==> config.mk <==
export PLATFORM = sky130hd
export DESIGN_NAME = pcl_recip
export DESIGN_NICKNAME = d
export VERILOG_FILES = /design/src/rtl/core/pcl_pkg.sv /design/src/rtl/core/pcl_recip.sv
export SDC_FILE = /design/constraint.sdc
export NUM_CORES = 2
export LEC_CHECK = 0
export BUFFER_PORTS_ARGS = -buffer_cell sky130_fd_sc_hd__buf_4
export CELL_PAD_IN_SITES_DETAIL_PLACEMENT = 0
export CELL_PAD_IN_SITES_GLOBAL_PLACEMENT = 1
export CORE_UTILIZATION = 30
export DETAILED_ROUTE_END_ITERATION = 10
export GPL_TIMING_DRIVEN = 0
export HOLD_SLACK_MARGIN = 0.06
export PLACE_DENSITY = 0.53
export SYNTH_ARGS = -nofsm -noshare
export SYNTH_HDL_FRONTEND = slang
export SYNTH_SLANG_ARGS = --single-unit
==> constraint.sdc <==
create_clock -name clk_i -period 13.5 [get_ports clk_i]
set_input_delay 2.025 -clock clk_i [delete_from_list [all_inputs] [get_ports clk_i]]
set_output_delay 2.025 -clock clk_i [all_outputs]
set_load 0.02 [all_outputs]
==> src/rtl/core/pcl_pkg.sv <==
// ----------------------------------------------------------------------------
// pcl_pkg
// Types and constants shared by the position correction lookup.
// ----------------------------------------------------------------------------
`default_nettype none

package pcl_pkg;

  localparam int POS_W     = 20;
  localparam int BOUND_W   = 11;
  localparam int DIR_W     = 3;
  localparam int SEL_W     = 3;
  localparam int TIDX_W    = 5;
  localparam int VALUE_W   = 32;
  localparam int ATT_W     = 24;
  localparam int PHASE_W   = 32;
  localparam int FACTOR_W  = 32;
  localparam int AXES      = 3;
  localparam int CFG_IDX_W = 3;

  // reciprocal 2^39 / entry: quotient bits and pipeline split
  localparam int RECIP_Q_W    = 32;
  localparam int RECIP_STAGES = 8;
  localparam int RECIP_STEPS  = RECIP_Q_W / RECIP_STAGES;
  localparam int RECIP_REM_W  = ATT_W + 1;
  // remainder after the eight leading quotient bits, all zero for entries above 128
  localparam logic [RECIP_REM_W-1:0] RECIP_INIT    = RECIP_REM_W'(128);
  localparam logic [ATT_W-1:0]       RECIP_SAT_MAX = ATT_W'(128);

  localparam logic [FACTOR_W-1:0] FACTOR_ONE = 32'h0001_0000;
  localparam logic [FACTOR_W-1:0] FACTOR_MAX = 32'hFFFF_FFFF;
  localparam int DIRECT_SHIFT = 7;
  localparam int DIRECT_W     = ATT_W - DIRECT_SHIFT;

  localparam logic MODE_LOAD  = 1'b0;
  localparam logic MODE_QUERY = 1'b1;

  // table_select[2:1] == 3 addresses the phase tables
  localparam logic [1:0] SEL_PHASE = 2'b11;

  typedef enum logic [CFG_IDX_W-1:0] {
    REG_LOW_X  = 3'd0,
    REG_HIGH_X = 3'd1,
    REG_LOW_Y  = 3'd2,
    REG_HIGH_Y = 3'd3,
    REG_LOW_Z  = 3'd4,
    REG_HIGH_Z = 3'd5,
    REG_DIR    = 3'd6
  } cfg_reg_e;

  typedef struct packed {
    logic                       mode;
    logic signed [POS_W-1:0]    pos_x;
    logic signed [POS_W-1:0]    pos_y;
    logic signed [POS_W-1:0]    pos_z;
    logic [SEL_W-1:0]           table_select;
    logic [TIDX_W-1:0]          table_index;
    logic signed [VALUE_W-1:0]  table_value;
  } in_item_t;

  typedef struct packed {
    logic [FACTOR_W-1:0]        attenuation;
    logic signed [PHASE_W-1:0]  phase;
    logic                       index_error;
  } out_item_t;

endpackage

`default_nettype wire

==> src/rtl/core/pcl_recip.sv <==
// ----------------------------------------------------------------------------
// pcl_recip
// Pipelined restoring divider for floor(2^39 / divisor), low 32 quotient bits.
// ----------------------------------------------------------------------------
`default_nettype none

module pcl_recip (
  input  wire logic                                clk_i,
  input  wire logic                                en_i,
  input  wire logic [pcl_pkg::ATT_W-1:0]           divisor_i,
  output logic      [pcl_pkg::RECIP_Q_W-1:0]       quot_o
);

  localparam int NS = pcl_pkg::RECIP_STAGES;
  localparam int RW = pcl_pkg::RECIP_REM_W;
  localparam int DW = pcl_pkg::ATT_W;
  localparam int QW = pcl_pkg::RECIP_Q_W;

  logic [RW-1:0] rem_q [NS];
  logic [RW-1:0] rem_d [NS];
  logic [DW-1:0] div_q [NS];
  logic [DW-1:0] div_d [NS];
  logic [QW-1:0] quo_q [NS];
  logic [QW-1:0] quo_d [NS];

  always_comb begin
    logic [RW-1:0] r;
    logic [RW-1:0] t;
    logic [DW-1:0] d;
    logic [QW-1:0] q;
    for (int s = 0; s < NS; s++) begin
      if (s == 0) begin
        r = pcl_pkg::RECIP_INIT;
        d = divisor_i;
        q = '0;
      end else begin
        r = rem_q[s-1];
        d = div_q[s-1];
        q = quo_q[s-1];
      end
      for (int j = 0; j < pcl_pkg::RECIP_STEPS; j++) begin
        t = {r[RW-2:0], 1'b0};
        if (t >= {1'b0, d}) begin
          r = t - {1'b0, d};
          q = {q[QW-2:0], 1'b1};
        end else begin
          r = t;
          q = {q[QW-2:0], 1'b0};
        end
      end
      rem_d[s] = r;
      div_d[s] = d;
      quo_d[s] = q;
    end
  end

  always_ff @(posedge clk_i) begin
    if (en_i) begin
      for (int s = 0; s < NS; s++) begin
        rem_q[s] <= rem_d[s];
        div_q[s] <= div_d[s];
        quo_q[s] <= quo_d[s];
      end
    end
  end

  assign quot_o = quo_q[NS-1];

endmodule

`default_nettype wire

==> Word level (Yosys, flattened, before mapping) <==
Memory sizes are Yosys's and may differ from the RTL's.
Cells that the tools add are included.
{ "word_totals": {"regBits": 0, "ramBits": 648, "in_bits": 26, "output_inout_bits": 32, "wordCells": 133, "n_memories": 3} }
{ "mem_list": {"columns": ["memory", "depth", "width", "rd", "rd_clocked_by_memory_dff", "wr", "line", "rtl"], "rows": [
  ["quo_q", 8, 32, 8, 0, 8, "pcl_recip.sv:23", "logic [QW-1:0] quo_q [NS];"],
  ["rem_q", 8, 25, 7, 0, 8, "pcl_recip.sv:19", "logic [RW-1:0] rem_q [NS];"],
  ["div_q", 8, 24, 7, 0, 8, "pcl_recip.sv:21", "logic [DW-1:0] div_q [NS];"]
]} }
{ "classes": {"add_sub_neg": 32, "magnitude_cmp": 32, "muxes": 66} }
{ "op_table": {"columns": ["cell", "count"], "rows": [
  [">= comparator 25 x 24 -> 1 bit", 31],
  ["two-way mux 24 bit", 24],
  ["subtractor 24 bit", 23],
  ["two-way mux 25 bit", 8],
  ["subtractor 25 x 24 -> 25 bit", 8],
  ["two-way mux 1 bit", 34],
  [">= comparator 9 x 24 -> 1 bit (first input constant)", 1],
  ["subtractor 9 x 24 -> 24 bit (first input constant)", 1]
]} }

==> Depth between registers and ports, before layout <==
An unclocked memory read counts as a cell.
{ "depth": {"word_depth": 9, "mapped_depth": 58, "mapped_depth_nobuf": 53} }

==> Worst setup path before layout <==
Ideal clock, no wire load.
{ "synth_path": {"path_kind": "input port to flip-flop", "start": "input port divisor_i[0] (netlist bit)", "end": "memory rem_q[0][16] (netlist bit) (data pin)", "arrival_time_ns": 12.020, "slack_ns": 1.220, "path_stages": 51, "n_path_buf": 9, "cell_sequence": "clkbuf_1 -> inv_1 -> ha_1 -> clkbuf_1 -> nand4_1 -> a211o_1 -> clkbuf_1 -> nor2_1 -> ha_1 -> nor2b_1 -> o21ai_0 -> a21oi_1 -> o21ai_0 -> a2111oi_0 -> nor2_1 -> nor2_1 -> or3_1 -> a21oi_1 -> [... 15 more ...] -> buf_1 -> and2_1 -> ha_1 -> nor2b_1 -> o21ai_0 -> a21boi_0 -> o31ai_1 -> o21ai_0 -> a22o_1 -> o211ai_1 -> a31oi_1 -> o21ai_0 -> nand2b_1 -> a22oi_1 -> o211a_1 -> buf_2 -> buf_1 -> mux2_2"} }
{ "synth_lines": {"columns": ["item", "line", "rtl"], "rows": [
  ["start, declared", "pcl_recip.sv:10", "input wire logic [pcl_pkg::ATT_W-1:0] divisor_i,"],
  ["end, declared", "pcl_recip.sv:19", null]
]} }

==> run summary <==
TIMING
--------------------------------------------------------------------------------------
Clock Skews                                                                  0.0376 ns
Setup repair after global routing missed its margin                                yes
Post-layout minimum cycle time                                                13.05 ns
Maximum clock rate                                                            76.6 MHz
Final-report setup violation count                                                   0
Actual transition at the worst max-transition pin                              1.15 ns
Max Transition Viols Final                                                           0
Headroom to the max-slew limit                                                   22.4%
Final number of hold-violating endpoints                                             0
Final clock period utilization by the worst path                                 96.7%
Final Hold Slack                                                              0.416 ns

DIE
--------------------------------------------------------------------------------------
Die W                                                                           433 µm
Initial standard-cell utilization of the core                                    30.3%
Std-Cell Rows                                                                      157
Total I/O pin count                                                                 58
Floorplan die area                                                         187,000 µm²
Die height                                                                      433 µm
Total core area                                                            184,000 µm²

ROUTING
--------------------------------------------------------------------------------------
Total vias in the final route                                                   48,000
Average vias per placed instance                                                  5.31
First drt pass iteration count                                                       6
Starting DRT DRC Count                                                           3,206
Drc violations                                                                       0
Residual antenna-violating net count after detailed routing                          0
Average wire per standard cell                                                 21.5 µm
WL final                                                                        195 mm

RUN STATUS
--------------------------------------------------------------------------------------
Status                                                                       completed

FINAL LAYOUT
--------------------------------------------------------------------------------------
Layout cells sized above 1                                                       13.3%
Area delta synth->final                                                          13.2%
Combined area of the multi-input logic cells                                39,800 µm²
Number of nets in the finished design                                            7,284
Final standard cell area without fillers                                    62,900 µm²
Area taken by flip-flops and latches                                        14,400 µm²
Layout fillers                                                                  19,200

GLOBAL ROUTE
--------------------------------------------------------------------------------------
Number of global-route vias before repair                                       46,400
Global-route wire length before repair                                          292 mm
Number of antenna violations at the first check in global routing                    2
Total GRT Usage                                                                  20.4%
GRT overflow                                                                         0
Maximum number of pins on one net before global-route repair                       116

CLOCK TREE
--------------------------------------------------------------------------------------
Maximum level of the CTS H-tree                                                      3
Clock slew at the register clock pins of the worst setup and hold paths        0.06 ns
Clock tree from TritonCTS                                                         done
CTS Root Buffer Type                                                         clkbuf_16
CTS Buf Count                                                                       67
CTS Buffer Depth                                                                     3
Clk_lat worst skew                                                             0.69 ns
Number of hold buffers added after CTS                                               0
Sink count of the clock tree                                                       480

YOSYS
--------------------------------------------------------------------------------------
Post-synthesis instance area                                                55,600 µm²
Asr flop ratio synth                                                                0%
Post-synthesis cell count                                                        6,324
Sequential cell area fraction in the yosys report                                25.9%
Syn Area/Cell                                                                 8.79 µm²
Most used DFF post-synth                                                      edfxtp_1
Distinct cell type count after synthesis                                            90
Flip-flop and latch count after synthesis                                          480
Warning count from the yosys run                                                     0
Number of flops mapped to enable cells by yosys                                    480

WORST SETUP PATH
--------------------------------------------------------------------------------------
Crit end category                                                            flip-flop
CP Launch Type                                                               flip-flop
Largest incremental delay on the critical path                                 0.69 ns
Count of buffering cells on the critical path with inverters included                6
Crit path arrival time                                                        13.45 ns
Most common cell on crit path                                                   a21o_1
Data required time at the worst endpoint                                      13.90 ns
Highest net fanout along the worst path                                             10
Critical path class                                                         reg -> reg
Top cell family by delay on the critical path                             compound AO/OA/AOI/OAI gates
Crit path max-delay cell type                                                   nor4_1

JOB
--------------------------------------------------------------------------------------
Number of violations of the max-capacitance limit                                    0

PLACED DESIGN
--------------------------------------------------------------------------------------
RePlAce Congestion                                                               0.880
Post-detailed-placement cell area                                           59,300 µm²
Port Buffers                                                                        57
Post-DP HPWL                                                                    161 mm

HOLD PATH
--------------------------------------------------------------------------------------
Class of the tightest hold or removal check                                 reg -> reg

[state kept, by name, indices dropped and copies added (netlist names)]
signal and flops:
div_q 168, quo_q 144, rem_q 168
[worst paths after layout]
| check | startpoint | end | slack [ns] | depth (start not counted) |
|---|---|---|---|---|
| min reg2reg | quo_q[0][104]$_DFFE_PP_ | quo_q[1][12]$_DFFE_PP_ | 0.42 | 0 |
| max | div_q[0][0]$_DFFE_PP_ | rem_q[1][16]$_DFFE_PP_ | 0.45 | 48 |
| max reg2reg | div_q[0][0]$_DFFE_PP_ | rem_q[1][16]$_DFFE_PP_ | 0.45 | 48 |
| min | quo_q[0][104]$_DFFE_PP_ | quo_q[1][12]$_DFFE_PP_ | 0.42 | 0 |
[layer usage]
layer / part of all wire, % / global-route usage, % / vias up
li1: - / - / 24000
met1: 50 / 29.2 / 23100
met2: 45 / 32.9 / 767
met3: 3.1 / 1.90 / 148
met4: 2.0 / 4.34 / 0
met5: 0 / 0 / -
[cells in the mapped netlist (21+ instances only)]
cell type | n | area share (%)
a211o_1 | 25 | 0.39
a211oi_1 | 44 | 0.59
a21boi_0 | 26 | 0.35
a21o_1 | 307 | 4.1
a21oi_1 | 612 | 5.5
a22oi_1 | 31 | 0.42
a31oi_1 | 65 | 0.73
and2_1 | 39 | 0.44
and3_1 | 46 | 0.52
and4_1 | 21 | 0.33
buf_2 | 23 | 0.21
clkbuf_1 | 85 | 0.57
edfxtp_1 | 480 | 26
ha_1 | 721 | 16
inv_1 | 402 | 2.7
mux2_2 | 337 | 6.8
mux2i_1 | 41 | 0.74
nand2_1 | 388 | 2.6
nand2b_1 | 98 | 1.1
nand3_1 | 101 | 0.91
nand4_1 | 101 | 1.1
nor2_1 | 488 | 3.3
nor2b_1 | 87 | 0.98
nor3_1 | 114 | 1.0
nor4_1 | 31 | 0.35
o211ai_1 | 23 | 0.31
o21a_1 | 83 | 1.1
o21ai_0 | 375 | 3.4
o21bai_1 | 100 | 1.4
o31ai_1 | 50 | 0.68
or2_2 | 34 | 0.38
or3_1 | 32 | 0.36
xnor2_1 | 396 | 6.2
xor2_1 | 200 | 3.2
[placed cells by master (no fill, tap or decap), types with 32 or more instances in the layout]
master	count
a31oi_1	55
mux2i_1	39
edfxtp_1	480
ha_1	716
nor2b_1	86
xor2_1	200
nand4_1	101
or3_1	32
a21o_1	306
nand2b_1	97
o21ai_0	356
nor2_1	480
mux2_2	336
clkbuf_16	67
clkbuf_2	34
a21oi_1	598
o31ai_1	45
a211oi_1	38
and2_1	39
nand2_1	387
nand3_1	99
o21a_1	83
xnor2_1	396
and3_1	46
inv_1	387
nor3_1	108
or2_2	35
buf_4	139
o21bai_1	99
[stage by stage]
stage / utilization [%] / std cells / setup WS (ns) / TNS (ns)
final: 34.3 / 9048 / 0.447 / 0
after floorplan: - / 6330 / 1.22 / 0
after detailed placement: 32.3 / 8855 / -3.01 / -394.69
after global placement: 32.2 / 8851 / -3.24 / -413.84
after global routing: 34.3 / 9047 / -0.0310 / -0.365
after CTS: 33.8 / 8996 / 0.00195 / 0
[area by class of cell]
type                    instances  share of cell area (%)
multi-input cells            5315                    63.3
repair buffers                135                    1.79
well taps                    2464                    4.90
plain buffers                 121                    1.09
diodes                          1                 0.00398
clock buffers                  74                    2.71
inverters                     410                    2.50
flip-flops and latches        480                    22.9
clock inverters                48                   0.849
[worst register-to-register path: cells and delay by family (launching register included)]
family,cells,cell delay (ns)
flops,1,0.50
fa+ha+maj,4,1.55
compound gates,26,6.58
simple gates,8,1.85
mux,3,0.92
buf+inv,6,1.26
xor+xnor,1,0.09
[timing repair]
item / in CTS / in global routing
cloned: 0 / 0
endpoints found under the hold margin: 0 / 0
buffers inserted: 22 / 52
pin swaps: 9 / 29
gates resized for setup: 163 / 154
setup endpoints to repair: 176 / 176
[cell families after synthesis]
family / Yosys count / share of synthesized area, %
AOI/OAI and AO/OA: 1980 / 22.9
xor gates and xnor gates: 596 / 9.39
adders and majority gates: 728 / 16.5
buffers and inverters: 535 / 3.68
DFF: 480 / 25.9
muxes: 378 / 7.56
other: 1 / 0.00674
and+or+nand+nor: 1626 / 14.1
Power is not shown: default switching activity piles up to over one toggle a cycle in this logic, so the estimate is an artifact.
